===== config.mk =====
export PLATFORM = sky130hd
export DESIGN_NAME = cks_back
export DESIGN_NICKNAME = d
export VERILOG_FILES = /design/src/rtl/cks_pkg.sv /design/src/rtl/cks_back.sv
export SDC_FILE = /design/constraint.sdc
export NUM_CORES = 1
export LEC_CHECK = 0
export ABC_AREA = 1
export BUFFER_PORTS_ARGS = -buffer_cell sky130_fd_sc_hd__buf_2
export CAP_MARGIN = 5
export CELL_PAD_IN_SITES_DETAIL_PLACEMENT = 1
export CELL_PAD_IN_SITES_GLOBAL_PLACEMENT = 2
export CORE_MARGIN = 2
export CORE_UTILIZATION = 26
export DETAILED_ROUTE_END_ITERATION = 10
export GPL_TIMING_DRIVEN = 0
export HOLD_SLACK_MARGIN = 0.1
export PLACE_DENSITY_LB_ADDON = 0.1
export SYNTH_ARGS = -nofsm -noshare
export SYNTH_HDL_FRONTEND = slang
export SYNTH_SLANG_ARGS = --single-unit

===== constraint.sdc =====
create_clock -name clk -period 5.3 [get_ports clk]
set_clock_uncertainty 0.15 [all_clocks]
set_input_delay 1.325 -clock clk [delete_from_list [all_inputs] [get_ports clk]]
set_output_delay 1.325 -clock clk [all_outputs]
set_load 0.02 [all_outputs]

===== src/rtl/cks_pkg.sv =====
`timescale 1ns / 1ps
// Shared types, register codes and channel arithmetic for the cross-kernel sharpen filter.
package cks_pkg;

    typedef logic [23:0] pix_t;

    // Register indexes of the configuration port (byte address 4*index).
    localparam logic [0:0] REG_FRAME_WIDTH  = 1'b0;
    localparam logic [0:0] REG_FRAME_HEIGHT = 1'b1;

    localparam int         CFG_AW           = 3;
    localparam logic [11:0] FRAME_WIDTH_RST  = 12'd640;
    localparam logic [15:0] FRAME_HEIGHT_RST = 16'd480;

    // Which of the up to three results of one pixel is being produced.
    typedef enum logic [2:0] {
        KIND_ABOVE = 3'b001,   // pixel above the arriving one
        KIND_LEFT  = 3'b010,   // last-row pixel to the left
        KIND_FINAL = 3'b100    // final pixel of the frame
    } kind_t;

    // Front state: normal streaming, or reloading the window after a size change.
    typedef enum logic [1:0] {
        FST_RUN   = 2'b01,
        FST_FETCH = 2'b10
    } fst_t;

    // One classified pixel: every operand its results need, plus which results exist.
    typedef struct packed {
        pix_t px;
        pix_t ctr;
        pix_t up;
        pix_t lf;
        pix_t rt;
        pix_t pp;
        pix_t pctr;
        pix_t lfb;
        logic has_above;
        logic has_left;
        logic has_final;
    } job_t;

    function automatic logic [7:0] sharp_ch(input logic [7:0] c, input logic [7:0] u,
                                            input logic [7:0] d, input logic [7:0] l,
                                            input logic [7:0] r);
        logic [10:0] pos;
        logic [9:0]  neg;
        logic [10:0] diff;
        pos  = {1'b0, c, 2'b00} + {3'b000, c};
        neg  = {2'b00, u} + {2'b00, d} + {2'b00, l} + {2'b00, r};
        diff = pos - {1'b0, neg};
        if ({1'b0, neg} >= pos)
        begin
            sharp_ch = 8'd0;
        end
        else if (diff > 11'd255)
        begin
            sharp_ch = 8'hFF;
        end
        else
        begin
            sharp_ch = diff[7:0];
        end
    endfunction

    function automatic pix_t sharpen(input pix_t c, input pix_t u, input pix_t d,
                                     input pix_t l, input pix_t r);
        pix_t res;
        res[23:16] = sharp_ch(c[23:16], u[23:16], d[23:16], l[23:16], r[23:16]);
        res[15:8]  = sharp_ch(c[15:8], u[15:8], d[15:8], l[15:8], r[15:8]);
        res[7:0]   = sharp_ch(c[7:0], u[7:0], d[7:0], l[7:0], r[7:0]);
        sharpen    = res;
    endfunction

endpackage


===== src/rtl/cks_back.sv =====
`timescale 1ns / 1ps
// Back end: walks the results of each queued pixel, applies the kernel, holds the output.
module cks_back (
    input  logic          clk,
    input  logic          rst_n,
    input  logic          q_valid,
    input  cks_pkg::job_t q_data,
    output logic          q_pop,
    output logic          out_valid,
    input  logic          out_stall,
    output logic [7:0]    red_out,
    output logic [7:0]    green_out,
    output logic [7:0]    blue_out,
    output logic          last_of_run,
    output logic          frame_end
);

    logic [2:0]     done_reg, done_next;
    logic [2:0]     remain;
    cks_pkg::kind_t kind;
    logic           last, load;
    cks_pkg::pix_t  c, u, d, l, r, res;
    logic           ovalid_reg;
    cks_pkg::pix_t  pix_reg;
    logic           last_reg, fend_reg;

    assign remain = {q_data.has_final, q_data.has_left, q_data.has_above} & ~done_reg;

    // Results leave in order: above, left, final.
    always_comb
    begin
        if (remain[0])
        begin
            kind = cks_pkg::KIND_ABOVE;
        end
        else if (remain[1])
        begin
            kind = cks_pkg::KIND_LEFT;
        end
        else
        begin
            kind = cks_pkg::KIND_FINAL;
        end
    end

    assign last  = remain == kind;
    assign load  = q_valid && (!ovalid_reg || !out_stall);
    assign q_pop = load && last;

    always_comb
    begin
        done_next = done_reg;
        if (load)
        begin
            done_next = last ? 3'b000 : (done_reg | kind);
        end
    end

    always_comb
    begin
        case (kind)
            cks_pkg::KIND_ABOVE:
            begin
                c = q_data.ctr;
                u = q_data.up;
                d = q_data.px;
                l = q_data.lf;
                r = q_data.rt;
            end
            cks_pkg::KIND_LEFT:
            begin
                c = q_data.pp;
                u = q_data.pctr;
                d = q_data.pp;
                l = q_data.lfb;
                r = q_data.px;
            end
            cks_pkg::KIND_FINAL:
            begin
                c = q_data.px;
                u = q_data.ctr;
                d = q_data.px;
                l = q_data.pp;
                r = q_data.px;
            end
            default:
            begin
                c = q_data.ctr;
                u = q_data.up;
                d = q_data.px;
                l = q_data.lf;
                r = q_data.rt;
            end
        endcase
        res = cks_pkg::sharpen(c, u, d, l, r);
    end

    always_ff @(posedge clk or negedge rst_n)
    begin
        if (!rst_n)
        begin
            done_reg   <= 3'b000;
            ovalid_reg <= 1'b0;
        end
        else
        begin
            done_reg <= done_next;
            if (load)
            begin
                ovalid_reg <= 1'b1;
            end
            else if (!out_stall)
            begin
                ovalid_reg <= 1'b0;
            end
        end
    end

    always_ff @(posedge clk)
    begin
        if (load)
        begin
            pix_reg  <= res;
            last_reg <= last;
            fend_reg <= kind == cks_pkg::KIND_FINAL;
        end
    end

    assign out_valid   = ovalid_reg;
    assign red_out     = pix_reg[23:16];
    assign green_out   = pix_reg[15:8];
    assign blue_out    = pix_reg[7:0];
    assign last_of_run = last_reg;
    assign frame_end   = fend_reg;

endmodule


Word level (Yosys, flattened, before mapping)
Index checks and enable logic that the tools add are counted.
- shift-type cells: 0
- equal/unequal tests: 4
- bitwise operators: 3
- multiplexer cells: 13
- multipliers: 0
- reductions and logical operators: 6
- $lt $le $gt $ge: 6
- divide/modulo/power cells: 0
- add/sub/neg operators: 15
- operators by type and width (cell ; count):
    $pmux W24 S2 ; 3
    $mux W24 ; 2
    $add A10 B8 Y11 ; 3
    $ge A10 B11 Y1 ; 3
    $gt A11 B8 Y1 const B ; 3
    $sub A11 B10 Y11 ; 3
    $add A10 B8 Y10 ; 3
    $add A9 B8 Y10 ; 3
    $add A8 B8 Y9 ; 3
    $mux W8 ; 3
    $mux W3 ; 3
    $and A3 B3 Y3 ; 1
    $eq A3 B2 Y1 const B ; 1
    $eq A3 B3 Y1 ; 1
    $eq A3 B3 Y1 const B ; 1
    $not A3 Y3 ; 1
    $or A3 B3 Y3 ; 1
    $logic_and A1 B1 Y1 ; 2
    $logic_not A1 Y1 ; 2
    $mux W1 ; 2
    $ne A2 B1 Y1 const B ; 1
    $reduce_or A2 Y1 ; 1
    $logic_or A1 B1 Y1 ; 1
- memories: 0
- register bits: 30
- word-level logic and storage cells: 54
- output and inout port bits: 28
- memory bits (writable): 0
- memory bits (read-only): 0
- bits in latches: 0
- bits of input ports: 199

Logic depth before layout (Yosys ltp)
- depth after elaboration: 12
- mapped depth: 32
- mapped depth without buffers: 31

Worst setup path before layout
No wires, ideal clock.
- path type: input to register
- start point: input q_data[2] (netlist bit)
- end point: register pix_reg[16], data pin
- library setup time: 0.250 ns
- stages: 26
- data required time: 4.900 ns
- slack: -0.549 ns
- arrival: 5.449 ns
- buffers on the path: 1
- path through: nand2_4 -> nand2_1 -> clkinv_1 -> clkbuf_1 -> nand2_1 -> nand3_1 -> fa_1 -> fa_1 -> ha_1 -> fa_1 -> nand3_1 -> nand2_1 -> a21oi_1 -> o21bai_1 -> xnor2_1 -> ha_1 -> nand2_1 -> inv_1 -> a21oi_1 -> nand3_1 -> nand2_1 -> nand2_1 -> nor2_2 -> nand3_1 -> nand2_1 -> inv_1
- longest elaborated chain between the ends: 10
- elaborated cells on any way between the ends: 18
- classes of those cells: add/sub: 5; order compare: 2; eq/ne: 2; mux: 7; bitwise: 1; reduce/logical: 1
- ends and longest elaborated chain (item ; RTL line ; RTL):
    from (decl) ; cks_back.sv:7 ; input cks_pkg::job_t q_data,
    $and A3 B3 Y3 (*) ; cks_back.sv:27 ; assign remain = {q_data.has_final, q_data.has_left, q_data.has_above} & ~done_reg;
    $mux W3 (*) ; cks_back.sv:32 ; if (remain[0])
    $eq A3 B3 Y1 or $eq A3 B2 Y1 (tied branches) ; cks_back.sv:61 ; case (kind)
    $pmux W24 S2 or $mux W24 (tied branches) ; cks_back.sv:61 ;
    $add A8 B8 Y9 ; cks_pkg.sv:50 ; neg = {2'b00, u} + {2'b00, d} + {2'b00, l} + {2'b00, r};
    $add A9 B8 Y10 ; cks_pkg.sv:50 ;
    $add A10 B8 Y10 ; cks_pkg.sv:50 ;
    $sub A11 B10 Y11 ; cks_pkg.sv:51 ; diff = pos - {1'b0, neg};
    $gt A11 B8 Y1 ; cks_pkg.sv:56 ; else if (diff > 11'd255)
    $mux W8 ; cks_pkg.sv:56 ;
    to (signal assigned) ; cks_back.sv:123 ; pix_reg <= res;
    to (decl) ; cks_back.sv:24 ; cks_pkg::pix_t pix_reg;
Mark *: on every way between the ends. The rest lies on a longest branch, timed or not.
A chain may end at the register's enable or synchronous reset.

Final worst setup path
- start point: input q_data[1] (netlist bit)
- end point: register pix_reg[0], data pin
- longest elaborated chain between the ends: 11
- elaborated cells on any way between the ends: 19
- classes of those cells: add/sub: 5; order compare: 2; eq/ne: 2; mux: 8; bitwise: 1; reduce/logical: 1
- ends and longest elaborated chain (item ; RTL line ; RTL):
    $and A3 B3 Y3 (*) ; cks_back.sv:27 ;
    $mux W3 (*) ; cks_back.sv:36 ; else if (remain[1])
    $mux W3 (*) ; cks_back.sv:32 ;
    $eq A3 B3 Y1 or $eq A3 B2 Y1 (tied branches) ; cks_back.sv:61 ;
    $pmux W24 S2 or $mux W24 (tied branches) ; cks_back.sv:61 ;
    $add A8 B8 Y9 ; cks_pkg.sv:50 ;
    $add A9 B8 Y10 ; cks_pkg.sv:50 ;
    $add A10 B8 Y10 ; cks_pkg.sv:50 ;
    $sub A11 B10 Y11 ; cks_pkg.sv:51 ;
    $gt A11 B8 Y1 ; cks_pkg.sv:56 ;
    $mux W8 ; cks_pkg.sv:56 ;
Marks and branches as above.

==> results.yml <==
run_status:
  status: "complete, but fails checks"
  violations: "negative setup slack"
synth:
  async_flop_share: 0.133
  yosysWarningCount: 0
  ys_seq_area_frac: 0.115
  synth_flop_cell: "edfxtp_1"
  synth_edf_count: 26
  syn_area_per_cell_um2: 6.67
  synth_area_um2: 7650
  synth-seq-cells: 30
  syn-num-nets: 1475
  syn_inst: 1147
  synthDistinctLibCells: 46
cells_and_area:
  layout.cells.non_filler: 1831
  antenna_cells: 0
  fill_cells: 3620
  multi_input_area_um2: 7060
  synthToLayoutAreaGrowth_pct: 50.8
  finalNetCount: 1774
  drive_above_1_share: 0.393
  register_area_um2: 881
  largest_reg_flops: 24
timing:
  max_slew.worst_pin.slew_ps: 1190
  fmax_mhz: 171
  fin_crit_ps: 5840
  rsz0062_at_grt: "true"
  drv_slew: 0
  finalCritPeriodShare: 1.10
  slew_headroom: 0.209
  worst_slack_ps: -538
  hold_viol_final: 0
  setup_viol: 24
die:
  floorplan.initialDensity: 0.265
  core_um2: 28900
  placement_rows: 62
  die_x_um: 176
  io_pins: 227
  die_h_um: 176
  die_area_um2: 30800
clock_network:
  h-tree-depth: 2
  cts_tree: "yes"
  cts.sinks: 30
  clockBufferDepth: 2
  cts_root_buffer: "clkbuf_16"
  cts.clk_slew.worst_paths_ps: 50
  clk_latency_ps: 280
  ctsHoldBuffers: 0
  numCtsBuffers: 5
drt:
  post_drt_wl_per_cell_um: 19.4
  ant_nets: 0
  first_pass_iters: 5
  drt_wl_total_um: 35500
  initialDrtViolationCount: 376
  via_per_inst: 4.77
  vias: 8735
  drc: 0
placed_design:
  dp_hpwl_um: 28900
  dp_cells: 1757
  finalWeightedCongestion: 0.840
  numPortBuffers: 226
setup_path:
  slowest_stage: "fa_1"
  endpoint_kind: "flip-flop"
  path_max_fanout: 8
  critPathMaxStageDelay_ps: 520
  cp-start-kind: "primary input"
  worstSetupPathType: "primary input to flip-flop"
  worstPathRequired_ps: 5180
  critPathArrivalTime_ps: 5720
grt:
  globalRouteTotalUtil: 0.227
  grt_max_degree: 30
  first_global_vias: 9226
  grt_overflow_total: 0
  grt_pass1_wl_um: 53000
  antenna_found_initial: 2
hold_path:
  hold_class: "flip-flop to flip-flop"
job:
  cap_viol_max_count: 0
## kinds of logic after synthesis
group           count (synthesis)  synth area share
simple gates                  536             0.298
fa+ha+maj                     129             0.264
buf+inv                       221             0.114
compound gates                176             0.146
mux                             2           0.00262
xor+xnor                       53            0.0607
flops                          30             0.115
## cell usage after synthesis (all sizes together), types with 7 or more instances
master / n / area share
o22ai: 7 / 0.0057
nand2: 370 / 0.19
xnor2: 26 / 0.030
fa: 54 / 0.14
buf: 14 / 0.012
a21oi: 85 / 0.060
nor3: 10 / 0.0065
nand3: 72 / 0.051
xor2: 27 / 0.031
nor2: 75 / 0.043
o221ai: 8 / 0.0092
ha: 75 / 0.12
a22o: 7 / 0.0080
o21ai: 24 / 0.016
inv: 189 / 0.093
clkbuf: 16 / 0.0078
o21bai: 17 / 0.017
edfxtp: 26 / 0.10
o211ai: 8 / 0.0078
## per-layer routing
metal  up-vias  share of wire  track usage
met4         4          0.014       0.0455
met2       266           0.47        0.383
li1       4282              -            -
met3        26          0.060       0.0290
met5         -        0.00073            0
met1      4157           0.46        0.312
## cell usage in the layout, fill, tap and decap left out, types with 8 or more instances in the layout
master and instances:
nand2_1 307, buf_2 224, inv_1 178, buf_4 56, nor2_1 52, ha_1 48
fa_1 47, nand2_2 45, a21oi_1 40, a21oi_2 40, nand3_1 35, nand3_2 35
edfxtp_1 26, xor2_1 23, xnor2_1 23, ha_4 23, o21ai_0 19, nand2_4 16
buf_12 13, o21bai_1 13, nor2_4 11, nor2_2 11, nor3_1 9, clkbuf_16 8
clkbuf_8 8, o211ai_1 8
## metrics by stage
step                      TNS (ps)  cell area, um2  setup slack (ps)   util  hold slack, ps
after global routing        -17410           11500              -759  0.400             375
final                       -11690           11500              -538  0.400             342
after CTS                   -11790           10600              -520  0.367             348
after detailed placement    -35080            9440             -1500  0.327             335
after floorplan              -5810            7830              -259      -             327
after global placement      -34330            9440             -1460  0.327             325
## critical path, delay by kind of cell
family / cells / cell delay (ps)
xor gates and xnor gates: 1 / 140
AOI/OAI and AO/OA: 2 / 140
adders and majority gates: 5 / 2020
buffers and inverters: 9 / 840
and+or+nand+nor: 12 / 1220
## area by class of cell
class / instances / share of cell area
sequential: 30 / 0.0763
clock inverter: 1 / 0.000325
clock buffer: 7 / 0.0115
multi-input combinational: 896 / 0.612
tap: 384 / 0.0416
buffer: 30 / 0.0406
timing repair buffer: 292 / 0.152
inverter: 191 / 0.0652
## final timing paths
kind | from | to | slack [ps] | depth (start not counted)
max in group asynchronous | rst_n | done_reg[1] | 4170 | 1
worst max register to register | done_reg[1] | pix_reg[0] | 160 | 27
worst max-delay path | q_data[1] | pix_reg[0] | -540 | 29
worst min-delay path | out_valid | out_valid | 340 | 2
min in group asynchronous | rst_n | out_valid | 700 | 1
worst min register to register | out_valid | out_valid | 340 | 2
## what timing repair did
item	4_1_cts	5_1_grt
setup endpoints to repair	24	24
resized for setup	151	152
buffers inserted	35	29
gates cloned	2	0
pin swaps	74	99
endpoints found under the hold margin	0	0
Power is left out: the tool's default activity adds up to more than one toggle a clock period on the data nets, which glitch-free logic cannot reach.
